$ cat config.mk
export PLATFORM = sky130hd
export DESIGN_NAME = ntc_bt_udiv
export DESIGN_NICKNAME = d
export VERILOG_FILES = /design/src/rtl/core/ntc_bt_udiv.sv
export SDC_FILE = /design/constraint.sdc
export NUM_CORES = 2
export LEC_CHECK = 0
export BUFFER_PORTS_ARGS = -buffer_cell sky130_fd_sc_hd__buf_2
export CAP_MARGIN = 20
export CELL_PAD_IN_SITES_DETAIL_PLACEMENT = 1
export CELL_PAD_IN_SITES_GLOBAL_PLACEMENT = 2
export CORE_AREA = 5 5 574 576
export DETAILED_ROUTE_END_ITERATION = 10
export DIE_AREA = 0 0 579 581
export HOLD_SLACK_MARGIN = 0.08
export PLACE_DENSITY = 0.59
export SYNTH_ARGS = -nofsm -noshare
export SYNTH_HDL_FRONTEND = slang
export SYNTH_SLANG_ARGS = --single-unit
export TNS_END_PERCENT = 20
$ cat constraint.sdc
create_clock -name clk -period 9.3 [get_ports clk]
set_clock_uncertainty 0.05 [all_clocks]
set_input_delay 1.86 -clock clk [delete_from_list [all_inputs] [get_ports clk]]
set_output_delay 1.86 -clock clk [all_outputs]
set_load 0.05 [all_outputs]
$ cat src/rtl/core/ntc_bt_udiv.sv
// ----------------------------------------------------------------------------
// ntc_bt_udiv
// Pipelined restoring divider, one quotient bit per stage, with overflow flag.
// ----------------------------------------------------------------------------
module ntc_bt_udiv #(
  parameter int NW = 34,
  parameter int DW = 13,
  parameter int QW = 26,
  parameter int SW = 1
) (
  input  logic          clk,
  input  logic          rst,
  input  logic          en,
  input  logic          in_valid,
  input  logic [NW-1:0] num,
  input  logic [DW-1:0] den,
  input  logic [SW-1:0] in_side,
  output logic          out_valid,
  output logic [QW-1:0] quo,
  output logic          sat,
  output logic [SW-1:0] out_side
);

  localparam int CW = (NW > DW + QW) ? NW : DW + QW;

  logic [CW-1:0] rem_e  [0:QW];
  logic [DW-1:0] den_e  [0:QW];
  logic [QW-1:0] q_e    [0:QW];
  logic          sat_e  [0:QW];
  logic [SW-1:0] side_e [0:QW];
  logic          vld_e  [0:QW];

  always_ff @(posedge clk) begin
    if (rst) begin
      vld_e[0] <= 1'b0;
    end else if (en) begin
      vld_e[0] <= in_valid;
    end
  end

  always_ff @(posedge clk) begin
    if (en) begin
      rem_e[0]  <= CW'(num);
      den_e[0]  <= den;
      q_e[0]    <= '0;
      sat_e[0]  <= CW'(num) >= (CW'(den) << QW);
      side_e[0] <= in_side;
    end
  end

  for (genvar st = 0; st < QW; st++) begin : g_stage
    localparam int B = QW - 1 - st;
    logic [CW-1:0] trial;
    logic          ge;

    assign trial = CW'(den_e[st]) << B;
    assign ge    = rem_e[st] >= trial;

    always_ff @(posedge clk) begin
      if (rst) begin
        vld_e[st+1] <= 1'b0;
      end else if (en) begin
        vld_e[st+1] <= vld_e[st];
      end
    end

    always_ff @(posedge clk) begin
      if (en) begin
        rem_e[st+1]  <= ge ? rem_e[st] - trial : rem_e[st];
        den_e[st+1]  <= den_e[st];
        q_e[st+1]    <= {q_e[st][QW-2:0], ge};
        sat_e[st+1]  <= sat_e[st];
        side_e[st+1] <= side_e[st];
      end
    end
  end

  assign out_valid = vld_e[QW];
  assign quo       = q_e[QW];
  assign sat       = sat_e[QW];
  assign out_side  = side_e[QW];

endmodule

==> PnR_summary.wiki <==
{| class="wikitable"
! Metric !! Value
|-
| Final standard cell count with taps included and fillers excluded || between 10000 and 15000
|-
| DRT Wirelength || about 190000 um
|-
| Synth unique cells || a little under 100
|-
| Launching point of the worst reg2reg path || rem_e[5][69]
|-
| Horiz. Die Dim || slightly below 600 um
|-
| Yosys synthesis warning count || 0
|-
| Fraction of the yosys area taken by sequential cells || 0.662
|-
| Kind of end point of the critical path || register
|-
| IO Count || approximately 80
|-
| Max rail drop VDD || about 0.18 mV
|-
| Total of endpoints with negative setup slack in the final report || 0
|-
| Clock net sink count || 1779
|-
| TritonCTS clock tree || done
|-
| Transition time at the pin with the least slew margin || roughly 1.1 ns
|-
| Number of enable-type register cells in the synthesized netlist || roughly 1800
|-
| Antenna violations before repair || 6
|-
| Mapped Area || ~81000 um^2
|-
| First DRT Iteration DRCs || roughly 2400
|-
| DPL Wire Length || roughly 140000 um
|-
| CP required || between 9 and 10 ns
|-
| Pin count of the biggest net entering global routing || 180
|-
| Class of the most critical setup path || register to register
|-
| Post-CTS Setup Inserts || 0
|-
| Total via count in the routed design || approximately 47000
|-
| Max-cap check violation count || 0
|-
| Number of buffers created by CTS || around 210
|-
| Startpoint type of the worst setup path || register
|-
| Vias per std cell || between 4 and 5
|-
| Port Buffers || 80
|-
| Yosys reg bits || 1779
|-
| Data arrival time of the worst path || roughly 4.6 ns
|-
| CTS H-tree lvls || 4
|-
| Floorplan row count || ~210
|-
| Post-Synth Adder-Cell Area || 0.0593
|-
| Global router's overall resource usage || 0.111
|-
| Finished Cell Area || ~94000 um^2
|-
| Clk pin slew, worst setup/hold paths || 0.06 ns
|-
| Final estimated routing congestion in global placement || 0.795
|-
| Highest net fanout along the worst path || 23
|-
| Quantity of hold-fixing buffers added after cts || 0
|-
| Fmax || roughly 0.24 GHz
|-
| Startpoint of the worst setup timing path || rem_e[5][69]
|-
| Mux contribution to synthesized area || 0.0121
|-
| Fraction of registers with async set/reset || 0
|-
| Total Neg Setup Slack || 0 ns
|-
| Number of global-route vias before repair || between 40000 and 50000
|-
| Hold path startpoint || q_e[22][9]
|-
| Std-Cell Core Area || 323000 um^2
|-
| Dominant combinational cell family by area after synthesis || simple AND/OR/NAND/NOR gates
|-
| Placement-stage cell area || slightly below 90000 um^2
|-
| Congestion Overflow GR || 0
|-
| Remaining antenna violation count after routing || 0
|-
| Fin crit share || 0.442
|-
| Die Outline Area || ~340000 um^2
|-
| Global-route wire length before repair || 298000 um
|-
| Simple-gate area share of the yosys netlist || 0.110
|-
| First-pass iteration count of the detailed router || 5
|-
| Hold Worst Slack || 0.353 ns
|-
| Run status || finished, final reports clean
|-
| Count of filler cells inserted in the layout || ~35000
|-
| Number of cells in the design after placement || just over 10000
|-
| Setup repair after global routing missed its margin || false
|-
| Main flop type after synthesis || sky130_fd_sc_hd__edfxtp_1
|-
| Vertical die dimension || slightly below 600 um
|-
| CTS Root Cell || sky130_fd_sc_hd__clkbuf_16
|-
| Post-Syn Instances || between 5000 and 6000
|-
| Clock Tree Buf Depth || 4
|-
| Remaining max-slew budget at the tightest pin || 0.253
|-
| Post-synth net total || approximately 6300
|-
| PD cells || around 270 nW/um^2
|-
| Share of the synthesized area in compound gates (AO/OA/AOI/OAI) || 0.0772
|-
| Effective utilization at floorplan || 0.250
|-
| Most frequent cells in the layout || 1779 x sky130_fd_sc_hd__edfxtp_1, 430 x sky130_fd_sc_hd__inv_1, 357 x sky130_fd_sc_hd__nand2_1, 342 x sky130_fd_sc_hd__ha_1, 319 x sky130_fd_sc_hd__nor2_1
|-
| Final hold vios || 0
|-
| Post-route DRC || 0
|-
| Worst min-delay path class || register to register
|-
| Syn Area/Cell || around 14 um^2
|-
| Clock latency on the worst-skew pair || between 0.8 and 0.9 ns
|-
| Leakage power of the design || 33.1 nW
|-
| Post-CTS sizing || 0
|-
| Share of post-route cells with drive strength above 1 || 0.0931
|-
| Count of final max-slew check failures || 0
|-
| Post-synthesis xor/xnor area fraction || 0.0555
|-
| Detailed-route wire length per cell || ~18 um
|-
| Final nets || 6551
|-
| Layout overhead on the synthesized area || 16.2%
|-
| Most frequent standard cell in the layout excluding fill and tap cells || sky130_fd_sc_hd__edfxtp_1
|-
| Post-route minimum period || between 4 and 5 ns
|}
-- cell usage after synthesis (all sizes together), types with 19 or more instances --
library cell | number | area share
edfxtp | 1779 | 0.66
inv | 432 | 0.020
nand2 | 358 | 0.017
ha | 342 | 0.053
nor2 | 321 | 0.015
o21ai | 291 | 0.018
xor2 | 257 | 0.028
xnor2 | 254 | 0.028
a21oi | 247 | 0.015
nor3 | 151 | 0.0096
nor4 | 145 | 0.012
a21o | 92 | 0.0086
nand2b | 88 | 0.0068
nand3 | 82 | 0.0051
o21a | 80 | 0.0074
mux2 | 75 | 0.011
nor2b | 70 | 0.0054
clkbuf | 68 | 0.0032
or4 | 67 | 0.0064
or3 | 57 | 0.0045
o31ai | 52 | 0.0049
nand4 | 51 | 0.0040
and2 | 45 | 0.0035
nand3b | 38 | 0.0035
a211oi | 33 | 0.0032
nor4b | 33 | 0.0038
and3 | 31 | 0.0024
nand4b | 31 | 0.0034
or2 | 27 | 0.0021
fa | 25 | 0.0062
o31a | 25 | 0.0027
o21bai | 20 | 0.0019
o211ai | 19 | 0.0018
-- layer usage --
metal | part of all wire | track usage
met1 | 0.45 | 0.143
met2 | 0.49 | 0.193
met3 | 0.034 | 0.0172
met4 | 0.028 | 0.0322
met5 | 0.000068 | 0
-- cell type report --
cell class / instances / area (um^2) / area share
clock inverters: 155 / 1770 / 0.0189
well taps: 4325 / 5410 / 0.0578
clock buffers: 228 / 5300 / 0.0566
inverters: 432 / 1620 / 0.0173
diodes: 1 / 2.50 / 0.0000267
multi-input cells: 3595 / 25300 / 0.270
repair buffers: 117 / 822 / 0.00877
flip-flops and latches: 1779 / 53400 / 0.570
-- per-stage QoR --
| stage | power (mW) | utilization | setup slack (ns) |
|---|---|---|---|
| after floorplan | 14.9 | - | 5.80 |
| after detailed placement | 16.9 | 0.268 | 4.82 |
| after global routing | 26.6 | 0.290 | 4.88 |
| final | 25.0 | 0.290 | 5.19 |
| after global placement | 16.8 | 0.268 | 4.71 |
| after CTS | 25.5 | 0.290 | 5.12 |
-- critical path: stages, from the launching register on --
cell	delay [ns]
sky130_fd_sc_hd__edfxtp_1	0.42
sky130_fd_sc_hd__or4_1	0.60
sky130_fd_sc_hd__nor4b_1	0.45
sky130_fd_sc_hd__nor3b_1	0.40
sky130_fd_sc_hd__nand4b_1	0.21
sky130_fd_sc_hd__nand3b_1	0.84
sky130_fd_sc_hd__and4b_1	0.64
sky130_fd_sc_hd__nand3_1	0.17
sky130_fd_sc_hd__xnor2_1	0.08
-- power breakdown --
group,switching (mW),internal (mW)
combinational,3.09,2.25
clock,3.40,5.02
sequential,0.902,10.4
-- sequential cells by signal, summed over array words and instances, names as in the netlist --
signal  flops
den_e     338
rem_e    1009
vld_e      27
side_e     27
sat_e      27
q_e       351
-- cells by family (layout without fill, tap and decap cells) --
| kind of cell | count (synthesis) | after routing |
|---|---|---|
| flops | 1779 | 1779 |
| simple gates | 1645 | 1645 |
| compound gates | 984 | 984 |
| xor+xnor | 511 | 511 |
| buf+inv | 509 | 932 |
| fa+ha+maj | 367 | 367 |
| mux | 88 | 88 |
| other cells | 0 | 1 |
-- path summary, 6_finish.rpt --
check | endpoint | slack [ns] | depth (start not counted)
worst max-delay path | rem_e[5][108] | 5.19 | 8
worst min-delay path | q_e[23][10] | 0.35 | 0
worst max register to register | rem_e[5][108] | 5.19 | 8
worst min register to register | q_e[23][10] | 0.35 | 0
(Power assumes the default switching activity.)
